File: src/rtl/dcmd_pkg.sv
// dcmd_pkg: shared types, type-range constants and type classification
// for the data-capture message deframer; no dependencies
`default_nettype none

package dcmd_pkg;

    // message type ranges
    localparam logic [7:0] TYPE_IDLE   = 8'h00;
    localparam logic [7:0] EVT_ANY_A   = 8'h04;
    localparam logic [7:0] EVT_ANY_B   = 8'h07;
    localparam logic [7:0] EVT_WAIT_LO = 8'h20;
    localparam logic [7:0] EVT_ONCE_LO = 8'h2B;
    localparam logic [7:0] EVT_ONCE_HI = 8'h2F;
    localparam logic [7:0] EVT_WAIT_HI = 8'h5F;
    localparam logic [7:0] FRAME_LO    = 8'h60;
    localparam logic [7:0] SPACE_LO    = 8'h63;
    localparam logic [7:0] FRAME_HI    = 8'h66;

    // substitute for a zero payload byte
    localparam logic [7:0] SPACE_CHAR  = 8'h20;

    // how an open message type behaves
    typedef enum logic [2:0] {
        CLS_IDLE,
        CLS_ONCE,
        CLS_WAIT,
        CLS_ANY,
        CLS_FRAME,
        CLS_HOLD
    } class_t;

    // result kind codes
    typedef enum logic {
        KIND_EVENT   = 1'b0,
        KIND_PAYLOAD = 1'b1
    } kind_t;

    // deframer state
    typedef struct packed {
        logic [7:0] cur_type;
        logic [7:0] frame_len;
        logic [8:0] byte_count;
    } state_t;

    // one result request
    typedef struct packed {
        logic       valid;
        kind_t      kind;
        logic [7:0] msg_type;
        logic [7:0] payload;
        logic [7:0] position;
        logic       last;
    } result_t;

    // map a type byte to its behaviour class
    function automatic class_t classify(input logic [7:0] t);
        class_t c;
        if (t == TYPE_IDLE)
            c = CLS_IDLE;
        else if (t >= EVT_ONCE_LO && t <= EVT_ONCE_HI)
            c = CLS_ONCE;
        else if (t >= EVT_WAIT_LO && t <= EVT_WAIT_HI)
            c = CLS_WAIT;
        else if (t == EVT_ANY_A || t == EVT_ANY_B)
            c = CLS_ANY;
        else if (t >= FRAME_LO && t <= FRAME_HI)
            c = CLS_FRAME;
        else
            c = CLS_HOLD;
        return c;
    endfunction

endpackage

`default_nettype wire

File: src/rtl/data_capture_message_deframer.sv
// data_capture_message_deframer: top level, state and result registers
// depends on dcmd_pkg and dcmd_decode
//
// Usage:
//   Input channel: rx_byte with in_valid / in_stall. A byte is taken at a
//   clock edge where in_valid is high and in_stall is low.
//   Output channel: kind, msg_type, payload, position, last with out_valid /
//   out_stall. A result is taken where out_valid is high and out_stall low.
//   Each byte gives at most one result: an event when a message type is
//   recognised, or one request per payload byte of a framed message.
//   A result appears on the outputs in the cycle after its byte is
//   taken. Throughput: one byte per cycle unless a held result stalls,
//   set by the single decode stage between the state and result registers.
//   When the receiver stalls, the result register holds and in_stall is
//   raised only while a held result waits; a byte that gives no result
//   still needs the result register free.
//   Reset: the block goes idle, no length is pending and no result is held.
`default_nettype none

module data_capture_message_deframer (
    input  wire logic       clk,
    input  wire logic       rst_n,
    input  wire logic       in_valid,
    output logic            in_stall,
    input  wire logic [7:0] rx_byte,
    output logic            out_valid,
    input  wire logic       out_stall,
    output logic            kind,
    output logic [7:0]      msg_type,
    output logic [7:0]      payload,
    output logic [7:0]      position,
    output logic            last
);

    dcmd_pkg::state_t  state_reg;
    dcmd_pkg::state_t  state_next;
    dcmd_pkg::result_t result_next;
    logic              out_valid_reg;
    logic              kind_reg;
    logic [7:0]        msg_type_reg;
    logic [7:0]        payload_reg;
    logic [7:0]        position_reg;
    logic              last_reg;
    logic              in_take;

    // back-pressure only while a held result is not being taken
    assign in_stall = out_valid_reg && out_stall;
    assign in_take  = in_valid && !in_stall;

    dcmd_decode u_decode (
        .state      (state_reg),
        .rx_byte    (rx_byte),
        .state_next (state_next),
        .result     (result_next)
    );

    // state and output valid
    always_ff @(posedge clk or negedge rst_n)
    begin
        if (!rst_n)
        begin
            state_reg     <= '0;
            out_valid_reg <= 1'b0;
        end
        else
        begin
            if (in_take)
            begin
                state_reg     <= state_next;
                out_valid_reg <= result_next.valid;
            end
            else if (!out_stall)
            begin
                out_valid_reg <= 1'b0;
            end
        end
    end

    // result payload
    always_ff @(posedge clk)
    begin
        if (in_take)
        begin
            kind_reg     <= result_next.kind;
            msg_type_reg <= result_next.msg_type;
            payload_reg  <= result_next.payload;
            position_reg <= result_next.position;
            last_reg     <= result_next.last;
        end
    end

    assign out_valid = out_valid_reg;
    assign kind      = kind_reg;
    assign msg_type  = msg_type_reg;
    assign payload   = payload_reg;
    assign position  = position_reg;
    assign last      = last_reg;

    // events always carry last with zero payload and position
    a_event_fields: assert property (@(posedge clk) disable iff (!rst_n)
        (out_valid && kind == dcmd_pkg::KIND_EVENT) |->
            (last && payload == 8'h00 && position == 8'h00))
        else $error("event result with bad fields");

    // a pending length only exists inside a framed message
    a_len_framed: assert property (@(posedge clk) disable iff (!rst_n)
        (state_reg.frame_len != 8'h00) |->
            (state_reg.cur_type >= dcmd_pkg::FRAME_LO &&
             state_reg.cur_type <= dcmd_pkg::FRAME_HI))
        else $error("frame length held outside a framed type");

    // payload count never runs past the frame
    a_count_bound: assert property (@(posedge clk) disable iff (!rst_n)
        (state_reg.frame_len != 8'h00) |->
            (state_reg.byte_count <= {1'b0, state_reg.frame_len}))
        else $error("payload count beyond frame length");

    // a final payload byte returns the block to idle
    a_last_idle: assert property (@(posedge clk) disable iff (!rst_n)
        (in_take && result_next.valid && result_next.kind == dcmd_pkg::KIND_PAYLOAD
         && result_next.last) |=> (state_reg.cur_type == dcmd_pkg::TYPE_IDLE))
        else $error("block not idle after last payload byte");

endmodule

`default_nettype wire

File: src/rtl/dcmd_decode.sv
// dcmd_decode: per-byte decision logic, next state and result for one byte
// depends on dcmd_pkg
`default_nettype none

module dcmd_decode (
    input  wire dcmd_pkg::state_t  state,
    input  wire logic [7:0]        rx_byte,
    output dcmd_pkg::state_t       state_next,
    output dcmd_pkg::result_t      result
);

    dcmd_pkg::class_t cls;
    logic [8:0]       count_inc;
    logic             fin;
    logic             match;

    assign cls       = dcmd_pkg::classify(state.cur_type);
    assign count_inc = state.byte_count + 9'd1;
    assign fin       = (count_inc == ({1'b0, state.frame_len} + 9'd1));
    assign match     = (rx_byte == state.cur_type);

    // per-class decision
    always_comb
    begin
        state_next      = state;
        result.valid    = 1'b0;
        result.kind     = dcmd_pkg::KIND_EVENT;
        result.msg_type = state.cur_type;
        result.payload  = 8'h00;
        result.position = 8'h00;
        result.last     = 1'b1;
        unique case (cls)
            dcmd_pkg::CLS_IDLE:
            begin
                state_next.cur_type = rx_byte;
            end
            dcmd_pkg::CLS_ONCE:
            begin
                state_next.cur_type = dcmd_pkg::TYPE_IDLE;
                result.valid        = match;
            end
            dcmd_pkg::CLS_WAIT:
            begin
                if (match)
                begin
                    state_next.cur_type = dcmd_pkg::TYPE_IDLE;
                    result.valid        = 1'b1;
                end
            end
            dcmd_pkg::CLS_ANY:
            begin
                state_next.cur_type = dcmd_pkg::TYPE_IDLE;
                result.valid        = 1'b1;
            end
            dcmd_pkg::CLS_FRAME:
            begin
                if (state.frame_len == 8'h00)
                begin
                    // length byte; zero leaves the length still awaited
                    state_next.frame_len  = rx_byte;
                    state_next.byte_count = 9'd0;
                end
                else
                begin
                    state_next.byte_count = count_inc;
                    result.valid          = 1'b1;
                    result.kind           = dcmd_pkg::KIND_PAYLOAD;
                    result.position       = state.byte_count[7:0];
                    result.last           = fin;
                    if (state.cur_type >= dcmd_pkg::SPACE_LO && rx_byte == 8'h00)
                        result.payload = dcmd_pkg::SPACE_CHAR;
                    else
                        result.payload = rx_byte;
                    if (fin)
                    begin
                        state_next.cur_type  = dcmd_pkg::TYPE_IDLE;
                        state_next.frame_len = 8'h00;
                    end
                end
            end
            dcmd_pkg::CLS_HOLD:
            begin
                // meaningless type: stuck until reset
            end
            default:
            begin
            end
        endcase
    end

endmodule

`default_nettype wire

File: config.mk
export PLATFORM = sky130hd
export DESIGN_NAME = data_capture_message_deframer
export DESIGN_NICKNAME = d
export VERILOG_FILES = /design/src/rtl/dcmd_pkg.sv /design/src/rtl/data_capture_message_deframer.sv /design/src/rtl/dcmd_decode.sv
export SDC_FILE = /design/constraint.sdc
export NUM_CORES = 1
export LEC_CHECK = 0
export ABC_AREA = 1
export CAP_MARGIN = 5
export CORE_ASPECT_RATIO = 0.8
export CORE_MARGIN = 8
export CORE_UTILIZATION = 30
export DETAILED_ROUTE_END_ITERATION = 6
export DONT_BUFFER_PORTS = 1
export MAX_ROUTING_LAYER = met4
export PLACE_DENSITY = 0.53
export RECOVER_POWER = 25
export SLEW_MARGIN = 40
export SYNTH_ARGS = -nofsm -noshare
export SYNTH_HDL_FRONTEND = slang
export SYNTH_SLANG_ARGS = --single-unit
File: constraint.sdc
create_clock -name clk -period 4.67 [get_ports clk]
set_input_delay 0.2335 -clock clk [delete_from_list [all_inputs] [get_ports clk]]
set_output_delay 0.2335 -clock clk [all_outputs]
set_load 0.05 [all_outputs]
==> results of run 1 <==
## metal layers
layer,vias to the layer above,part of all wire
met5,-,0
met2,74,0.41
met3,9,0.094
met4,0,0.017
li1,1104,-
met1,1045,0.48
## how the worst min path moves through the flow
stage	end	cells past startpoint	from
global placement	state_reg[7]$_DFFE_PN0P_	0	rst_n
floorplan	out_valid$_DFFE_PN0P_	0	rst_n
CTS	state_reg[13]$_DFFE_PN0P_	2	rx_byte[4]
finish	state_reg[15]$_DFFE_PN0P_	2	rx_byte[6]
global route	state_reg[10]$_DFFE_PN0P_	2	rx_byte[1]
detailed placement	state_reg[8]$_DFFE_PN0P_	0	rst_n
## critical path, cell delays in order (launching register included)
cell                      delay [ns]
sky130_fd_sc_hd__dfrtp_1        0.56
sky130_fd_sc_hd__nand2_1        0.18
sky130_fd_sc_hd__inv_1          0.25
sky130_fd_sc_hd__nor2_4         0.15
sky130_fd_sc_hd__buf_4          0.38
sky130_fd_sc_hd__inv_1          0.19
sky130_fd_sc_hd__nor2_4         0.29
sky130_fd_sc_hd__inv_1          0.10
sky130_fd_sc_hd__nor2_2         0.26
sky130_fd_sc_hd__nand2_1        0.11
sky130_fd_sc_hd__nand2_1        0.08
## stage by stage
stage	total power (µW)	util	area, µm²	setup WS, ns
5_1_grt	1020	0.342	3090	1.81
4_1_cts	990	0.344	3110	2.02
3_5_place_dp	599	0.324	2930	2.04
6_report	980	0.342	3090	2.06
2_1_floorplan	586	-	2790	1.86
3_3_place_gp	598	0.324	2930	2.13
## power groups by stage
stage | Combinational [µW] | Clock (µW) | Sequential [µW]
after floorplan | 46.6 | 0 | 539
after global placement | 52.4 | 0 | 546
after detailed placement | 53.2 | 0 | 545
after CTS | 61.6 | 392 | 536
after global routing | 68.7 | 409 | 538
final | 59.2 | 385 | 536
## cells in the mapped netlist (all sizes together) (3+ instances only)
cell type  instances
nand2            106
nor2              51
inv               42
dfrtp             26
edfxtp            26
nand3             23
nand4             16
xor2               8
o22ai              7
a21oi              5
o21ai              4
xnor2              4
buf                3
ha                 3
nor3               3
## cell families after synthesis
group,synth area share
DFF,0.513
buffers and inverters,0.0663
xor gates and xnor gates,0.0377
adders and majority gates,0.0134
AOI/OAI and AO/OA,0.0372
and+or+nand+nor,0.333
## final cells by class
cell class | count | area, µm²
Clock buffer | 6 | 139
Clock inverter | 2 | 13.8
Fill cell | 951 | 5940
Inverter | 44 | 165
Multi-Input combinational cell | 236 | 1180
Sequential cell | 52 | 1430
Tap cell | 115 | 144
Timing Repair Buffer | 3 | 21.3
## cells in the final DEF (no fill, tap or decap), types with 2 or more instances in the layout
cell | netlist | final
sky130_fd_sc_hd__nor4_1 | 2 | 2
sky130_fd_sc_hd__nand3_4 | 2 | 2
sky130_fd_sc_hd__nand3_1 | 20 | 20
sky130_fd_sc_hd__nor2_1 | 43 | 43
sky130_fd_sc_hd__nor3_1 | 3 | 3
sky130_fd_sc_hd__ha_1 | 3 | 3
sky130_fd_sc_hd__edfxtp_1 | 26 | 26
sky130_fd_sc_hd__xnor2_1 | 4 | 4
sky130_fd_sc_hd__nand2_2 | 4 | 4
sky130_fd_sc_hd__inv_1 | 41 | 41
sky130_fd_sc_hd__o21ai_0 | 2 | 2
sky130_fd_sc_hd__a21oi_1 | 5 | 5
sky130_fd_sc_hd__clkinv_1 | 2 | 2
sky130_fd_sc_hd__xor2_1 | 8 | 8
sky130_fd_sc_hd__nand2_1 | 101 | 101
sky130_fd_sc_hd__o22ai_1 | 7 | 7
sky130_fd_sc_hd__o21ai_1 | 2 | 2
sky130_fd_sc_hd__nor2_4 | 3 | 4
sky130_fd_sc_hd__nor2_2 | 5 | 4
sky130_fd_sc_hd__clkbuf_16 | 0 | 5
sky130_fd_sc_hd__dfrtp_1 | 26 | 26
sky130_fd_sc_hd__nand4_1 | 16 | 16
==> summary.txt, run 1 <==
Setup path
  • Capture point of the worst reg-to-reg path: state_reg[16]$_DFFE_PN0P_
  • Arrival time worst endpoint: 2.85 ns
  • Max FO, Critical Path: 30
  • Register-to-Register Path Depth: 10
  • Required time worst endpoint: 4.91 ns
  • Worst Setup EP: state_reg[16]$_DFFE_PN0P_
  • Worst reg-to-reg setup slack: 2.06 ns
  • Reg-to-reg startpoint: out_valid$_DFFE_PN0P_
  • Critical path capture point type: register
  • Crit Path Class: register to register
  • Worst setup path start: out_valid$_DFFE_PN0P_
  • Crit path launch type: register

Timing
  • Post-layout minimum cycle time: 2.61 ns
  • Fin. max-slew vios: 27
  • Max Clock Skew: 0.00679 ns
  • Setup Viol. Count Final: 0
  • Unrepaired setup endpoints after global routing: no
  • Relative slew margins: -0.0612
  • Actual transition at the worst max-transition pin: 1.59 ns
  • Smallest hold slack: 0.0558 ns
  • Post-Route Setup TNS: 0 ns
  • Hold Violations, Final: 0
  • Maximum frequency from static timing analysis: 383 MHz
  • Tcrit/Tclk final: 0.559

Cells and area
  • Fraction of final layout cells sized beyond drive strength 1: 0.0787
  • Antenna diode count: 0
  • Syn-to-layout area delta: 10.8%
  • Max FFs per register: 25
  • Net count reported at finish: 357
  • Post-route non-filler standard cell count: 458

Synthesis
  • Number of enable-type register cells in the synthesized netlist: 26
  • Distinct cell type count of the synthesized netlist: 30
  • Share of the yosys chip area belonging to registers: 0.513
  • Main flop type after synthesis: sky130_fd_sc_hd__edfxtp_1
  • Post-synthesis cell area: 0.00279 mm²
  • Yosys warnings: 0
  • Cells after Synth: 335
  • Number of synthesized register bits: 52
  • Number of nets produced by synthesis: 350
  • Share of the synthesized area in the top cell type: 0.280
  • Cell type contributing the most total cell area after synthesis: sky130_fd_sc_hd__edfxtp_1
  • Average instance area after synthesis: 8.33 µm²
  • Async S/R FF share, synth: 0.500
  • Cells taking the most area after synthesis: sky130_fd_sc_hd__edfxtp_1 (28%), sky130_fd_sc_hd__dfrtp_1 (23%), sky130_fd_sc_hd__nand2_1 (14%)

Placement
  • Routability congestion estimate: 0.822
  • Count of placed standard cells including taps: 448
  • PortBufs: 0
  • Placed wire-length estimate: 4950 µm

Power and ir drop
  • Clock share of power: 0.393
  • NetSw: 249 µW
  • Switching share of total power: 0.254
  • Flop pwr share: 0.547
  • LEAKAGE: 0.00143 µW
  • PD cells: 317 mW/mm²
  • Logic gate share of total power: 0.060
  • Peak ir drop on the vdd network: 137 µV
  • Power Internal: 731 µW

CTS
  • Worst skew pair latency: 0.29 ns
  • Number of buffers inserted during clock tree synthesis: 5
  • Post-cts sizing count: 0
  • # clock sinks: 52
  • Library cell used as clock root buffer: sky130_fd_sc_hd__clkbuf_16
  • Count of hold buffers inserted by post-cts repair: 2
  • Clock tree buffer depth: 2
  • Clock slew at the register clock pins of the worst setup and hold paths: 0.07 ns
  • Clock tree from TritonCTS: built
  • Post-CTS setup buffers: 0
  • H-tree Lvls: 2

Global routing
  • Number of global-route vias before repair: 2180
  • Met2 global-route usage: 0.155
  • Met1 track demand over resource in global routing: 0.162
  • Met3 Resource Use GR: 0.0364
  • Wire length of the first global-routing pass: 11300 µm
  • Most Used Layer, Global Route: met1
  • Antenna violations before repair: 0
  • Global router's overall resource usage: 0.118
  • Congestion Overflow GR: 0
  • Pin count of the biggest net entering global routing: 31

Floorplanning
  • Die height: 102 µm
  • Rows: 31
  • Horiz. Die Dim: 124 µm
  • Die ar.: 0.0127 mm²
  • Starting utilization of the core area: 0.309
  • Core Region: 0.00904 mm²
  • Number of primary I/O pins: 40

Status
  • Result of the run: complete, but fails checks
  • Failing checks: capacitance limit, slew limit

Route
  • Detailed Route WL: 6810 µm
  • Number of search-and-repair iterations in the first detailed-routing pass: 5
  • DRC: 0
  • Average routed wire per standard cell: 14.9 µm
  • Drt initial violations: 184
  • Number of nets with antenna violations after detailed routing: 0
  • Routed via count: 2232
  • Via/cell ratio: 4.87

Flow run
  • Max-cap violations: 1

Worst hold path
  • Type of the tightest min-delay check: primary input to register
Power figures use the tool's default switching activity.
==> run 2: changes to the inputs <==
Settings changed: PLACE_DENSITY 0.53 to 0.54.
Clock period 4.67 ns to 2.2 ns, I/O delays scaled along.
==> run 2 against run 1 <==
- the run still ends with capacitance limit, slew limit left
- global-route usage shrank 0.17 points
- sequential power rose by 110%
- critical path depth did not move
- die area did not move
- clock power grew 130%
- non-clock buffer count rose by 19
- worst hold slack better by 0.0062 ns
- worst setup slack worse by 1.9 ns
- sequential share of layout area down 2.7 points
- largest cell class unchanged
==> summary.txt, run 2 (same netlist as run 1, synthesis figures left out) <==
Placement
  • Dpl ws: 0.175 ns
  • Placed Instance Area: 0.00298 mm²
  • Placed wire-length estimate: 5120 µm
  • Routability congestion estimate: 0.832
  • Count of placed standard cells including taps: 453
  • PortBufs: 0

Cells and area
  • Leading cell types in the layout, fill and taps excluded: sky130_fd_sc_hd__nand2_1 (100), sky130_fd_sc_hd__nor2_1 (42), sky130_fd_sc_hd__inv_1 (38), sky130_fd_sc_hd__edfxtp_1 (26), sky130_fd_sc_hd__dfrtp_1 (25)
  • Post-route design area: 0.00329 mm²
  • Max FFs per register: 25
  • Most common library cell in the layout ignoring fill and taps: sky130_fd_sc_hd__nand2_1
  • Net count reported at finish: 376
  • Antenna diode count: 0
  • Final core utilization: 0.364
  • Syn-to-layout area delta: 17.9%
  • Post-route non-filler standard cell count: 477
  • Fraction of final layout cells sized beyond drive strength 1: 0.119

Timing
  • Setup Viol. Count Final: 0
  • Tcrit/Tclk final: 0.906
  • Fin. max-slew vios: 27
  • Worst Setup Slack, final: 0.208 ns
  • Post-layout minimum cycle time: 1.99 ns
  • Relative slew margins: -0.0335
  • Hold Violations, Final: 0
  • Maximum frequency from static timing analysis: 502 MHz
  • Max Clock Skew: 0.0101 ns
  • Actual transition at the worst max-transition pin: 1.55 ns
  • Smallest hold slack: 0.0620 ns

Global routing
  • Pin count of the biggest net entering global routing: 27
  • Global router's overall resource usage: 0.116
  • Wire length of the first global-routing pass: 11200 µm
  • Congestion Overflow GR: 0
  • Number of global-route vias before repair: 2190
  • Antenna violations before repair: 0

Setup path
  • Crit Path Class: register to register
  • Critical path capture point type: register
  • Worst setup path start: state_reg[24]$_DFFE_PN0P_
  • Max FO, Critical Path: 9
  • Reg-to-reg startpoint: state_reg[24]$_DFFE_PN0P_
  • Crit path launch type: register
  • Required time worst endpoint: 2.39 ns
  • Arrival time worst endpoint: 2.18 ns

Route
  • Number of search-and-repair iterations in the first detailed-routing pass: 4
  • Average routed wire per standard cell: 14.5 µm
  • Drt initial violations: 176
  • Detailed Route WL: 6900 µm
  • Number of nets with antenna violations after detailed routing: 0
  • Routed via count: 2276
  • Via/cell ratio: 4.77
  • DRC: 0

CTS
  • Library cell used as clock root buffer: sky130_fd_sc_hd__clkbuf_16
  • # clock sinks: 52
  • H-tree Lvls: 2
  • Clock tree from TritonCTS: built
  • Clock slew at the register clock pins of the worst setup and hold paths: 0.07 ns
  • Number of buffers inserted during clock tree synthesis: 5
  • Worst skew pair latency: 0.30 ns
  • Clock tree buffer depth: 2

Floorplanning
  • Core Region: 0.00904 mm²
  • Starting utilization of the core area: 0.309
  • Horiz. Die Dim: 124 µm
  • Number of primary I/O pins: 40
  • Rows: 31
  • Die height: 102 µm
  • Die ar.: 0.0127 mm²

Status
  • Failing checks: capacitance limit, slew limit
  • Result of the run: complete, but fails checks

Flow run
  • Max-cap violations: 1

Power and ir drop
  • LEAKAGE: 0.00151 µW
  • Peak ir drop on the vdd network: 314 µV
  • PD cells: 663 mW/mm²

Worst hold path
  • Type of the tightest min-delay check: primary input to register
  • Launch point of the worst hold path: rx_byte[0]
-- run 2: report_power, final --
| part | total (µW) | internal (µW) | switching, µW |
|---|---|---|---|
| sequential | 1140 | 1050 | 84.4 |
| clock | 896 | 542 | 354 |
| combinational | 148 | 59.0 | 88.7 |
-- run 2: path summary, 6_finish.rpt --
check                                       endpoint  slack [ns]  cells past startpoint
min in group asynchronous  state_reg[14]$_DFFE_PN0P_        0.74                      2
max in group asynchronous      out_valid$_DFFE_PN0P_        0.44                      2
setup reg to reg           state_reg[23]$_DFFE_PN0P_        0.21                     10
hold reg to reg            state_reg[16]$_DFFE_PN0P_        0.54                      2
setup / recovery           state_reg[23]$_DFFE_PN0P_        0.21                     10
hold / removal              payload[0]$_SDFFCE_PP0P_        0.06                      2
-- run 2: critical path, cell delays in order, from the launching register on --
cell and delay [ns]:
sky130_fd_sc_hd__dfrtp_1 0.46, sky130_fd_sc_hd__nor2_1 0.20, sky130_fd_sc_hd__nand3_1 0.12, sky130_fd_sc_hd__nor3_1 0.26, sky130_fd_sc_hd__nor2_1 0.12, sky130_fd_sc_hd__o211ai_1 0.10
sky130_fd_sc_hd__nand2_1 0.11, sky130_fd_sc_hd__nor2_4 0.24, sky130_fd_sc_hd__nand3_4 0.13, sky130_fd_sc_hd__nand2_1 0.08, sky130_fd_sc_hd__nand2_1 0.05
-- run 2: layout make-up --
type	count	area, µm²
inverter	44	169
clock buffer	6	129
clock inverter	2	38.8
tap	115	144
sequential	52	1430
fill	926	5750
timing repair buffer	22	186
multi-input combinational	236	1190
-- run 2: through the flow --
| stage | total power, µW | setup TNS (ns) |
|---|---|---|
| CTS | 2210 | 0 |
| floorplan | 1240 | -0.255 |
| global route | 2270 | -0.0158 |
| global placement | 1270 | 0 |
| finish | 2180 | 0 |
| detailed placement | 1270 | 0 |
-- run 2: routing by layer --
metal  share of wire  track usage  vias up
met5               0            -        -
met3           0.071       0.0320       10
met1            0.48        0.155     1066
li1                -            -     1142
met4           0.017       0.0397        0
met2            0.43        0.165       58
-- run 2: repair_timing --
action / 4_1_cts / 5_1_grt
buffers inserted: 0 / 5
endpoints found under the setup margin: 0 / 9
gates resized for setup: 0 / 2
hold endpoints to repair: 35 / 0
hold buffers: 11 / 0
==> run 3: changes to the inputs <==
Settings changed: CELL_PAD_IN_SITES_DETAIL_PLACEMENT set to 0, CELL_PAD_IN_SITES_GLOBAL_PLACEMENT set to 1, PLACE_DENSITY 0.54 to 0.65.
==> run 3 against run 2 <==
- the flow still finishes with violations (capacitance limit, slew limit)
- non-clock buffer count shrank 5
- die area is the same
- flip-flop and latch count is the same
- cell area shrank 1.8%
- largest cell class unchanged
- largest power group unchanged
- highest routed layer unchanged
==> summary.txt, run 3 (same netlist as run 1, synthesis figures left out) <==
Global routing
  • Number of global-route vias before repair: 2158
  • Antenna violations before repair: 0
  • Wire length of the first global-routing pass: 11400 µm
  • Pin count of the biggest net entering global routing: 30
  • Congestion Overflow GR: 0
  • Global router's overall resource usage: 0.120

Cells and area
  • Leading cell types in the layout, fill and taps excluded: sky130_fd_sc_hd__nand2_1 (100), sky130_fd_sc_hd__nor2_1 (43), sky130_fd_sc_hd__inv_1 (37), sky130_fd_sc_hd__edfxtp_1 (26), sky130_fd_sc_hd__dfrtp_1 (25)
  • Fraction of final layout cells sized beyond drive strength 1: 0.104
  • Final core utilization: 0.358
  • Number of fill cells: 957
  • Most common library cell in the layout ignoring fill and taps: sky130_fd_sc_hd__nand2_1
  • Post-route non-filler standard cell count: 472
  • Syn-to-layout area delta: 15.8%
  • Max FFs per register: 25
  • Antenna diode count: 0
  • Net count reported at finish: 371
  • Post-route design area: 0.00323 mm²

Setup path
  • Arrival time worst endpoint: 2.23 ns
  • Critical path capture point type: register
  • Crit Path Class: register to register
  • Required time worst endpoint: 2.38 ns
  • Crit path launch type: register
  • Max FO, Critical Path: 9
  • Register-to-Register Path Depth: 10
  • Worst reg-to-reg setup slack: 0.15 ns

Power and ir drop
  • Sum of internal, switching and leakage power: 2080 µW
  • PD cells: 643 mW/mm²
  • Peak ir drop on the vdd network: 343 µV
  • LEAKAGE: 0.00148 µW

Floorplanning
  • Rows: 31
  • Starting utilization of the core area: 0.309
  • Core Region: 0.00904 mm²
  • Horiz. Die Dim: 124 µm
  • Die ar.: 0.0127 mm²
  • Number of primary I/O pins: 40
  • Die height: 102 µm

Route
  • DRC: 0
  • Via/cell ratio: 4.76
  • Number of search-and-repair iterations in the first detailed-routing pass: 4
  • Routed via count: 2245
  • Detailed Route WL: 7110 µm
  • Drt initial violations: 184
  • Average routed wire per standard cell: 15.1 µm
  • Number of nets with antenna violations after detailed routing: 0

CTS
  • Clock tree from TritonCTS: built
  • Worst skew pair latency: 0.29 ns
  • # clock sinks: 52
  • Clock slew at the register clock pins of the worst setup and hold paths: 0.07 ns
  • H-tree Lvls: 2
  • Library cell used as clock root buffer: sky130_fd_sc_hd__clkbuf_16
  • Number of buffers inserted during clock tree synthesis: 5
  • Clock tree buffer depth: 2

Flow run
  • Max-cap violations: 1

Timing
  • Hold Violations, Final: 0
  • Actual transition at the worst max-transition pin: 1.53 ns
  • Post-layout minimum cycle time: 2.05 ns
  • Setup Viol. Count Final: 0
  • Tcrit/Tclk final: 0.930
  • Max Clock Skew: 0.00367 ns
  • Maximum frequency from static timing analysis: 489 MHz
  • Smallest hold slack: 0.0631 ns
  • Relative slew margins: -0.0186
  • Fin. max-slew vios: 27

Placement
  • Count of placed standard cells including taps: 452
  • Placed wire-length estimate: 5360 µm
  • Routability congestion estimate: 0.803
  • PortBufs: 0
  • Placed Instance Area: 0.00297 mm²

Status
  • Failing checks: capacitance limit, slew limit
  • Result of the run: complete, but fails checks

Worst hold path
  • Hold-critical path depth: 2
  • Type of the tightest min-delay check: primary input to register
==> run 3: per-layer routing <==
metal  vias to the layer above  part of all wire  track usage
met5                         -                 0            -
met4                         0            0.0086       0.0332
met3                         4             0.061       0.0320
met2                        53              0.40        0.159
met1                      1056              0.53        0.172
li1                       1132                 -            -
==> run 3: worst paths after layout <==
path | startpoint | end
min in group asynchronous | rst_n | state_reg[16]$_DFFE_PN0P_
worst max-delay path | state_reg[24]$_DFFE_PN0P_ | state_reg[21]$_DFFE_PN0P_
worst max register to register | state_reg[24]$_DFFE_PN0P_ | state_reg[21]$_DFFE_PN0P_
worst min register to register | state_reg[15]$_DFFE_PN0P_ | state_reg[15]$_DFFE_PN0P_
worst min-delay path | rx_byte[0] | payload[0]$_SDFFCE_PP0P_
max in group asynchronous | rst_n | out_valid$_DFFE_PN0P_
==> run 3: report_power, final <==
part,internal [µW],switching [µW],total (µW)
clock,454,344,798
sequential,1050,84.2,1140
combinational,56.0,86.4,142
==> run 3: metrics by stage <==
| step | worst slack [ns] | TNS (ns) |
|---|---|---|
| 6_report | 0.154 | 0 |
| 3_3_place_gp | 0.217 | 0 |
| 3_5_place_dp | 0.177 | 0 |
| 2_1_floorplan | -0.0319 | -0.255 |
| 5_1_grt | -0.00877 | -0.0159 |
| 4_1_cts | 0.164 | 0 |
==> run 3: layout make-up <==
type / count / area (µm²) / share of cell area
Tap cell: 115 / 144 / 0.0445
Clock inverter: 1 / 7.51 / 0.00232
Clock buffer: 7 / 143 / 0.0441
Inverter: 44 / 169 / 0.0523
Sequential cell: 52 / 1430 / 0.443
Multi-Input combinational cell: 236 / 1190 / 0.367
Timing Repair Buffer: 17 / 149 / 0.0461
==> run 3: worst max-delay path, cell delays in order (launching register included) <==
cell and delay (ns):
sky130_fd_sc_hd__dfrtp_1 0.47, sky130_fd_sc_hd__nor2_1 0.21, sky130_fd_sc_hd__nand3_1 0.13, sky130_fd_sc_hd__nor3_1 0.26, sky130_fd_sc_hd__nor2_1 0.11, sky130_fd_sc_hd__o211ai_1 0.09
sky130_fd_sc_hd__nand2_1 0.11, sky130_fd_sc_hd__nor2_4 0.28, sky130_fd_sc_hd__nand3_4 0.15, sky130_fd_sc_hd__nand2_1 0.09, sky130_fd_sc_hd__nand2_1 0.05
==> run 3: timing repair <==
item                       CTS  global route
setup buffers                0             1
setup endpoints to repair    0            13
hold buffers                11             0
gates resized for setup      0             1
hold endpoints to repair    35             0
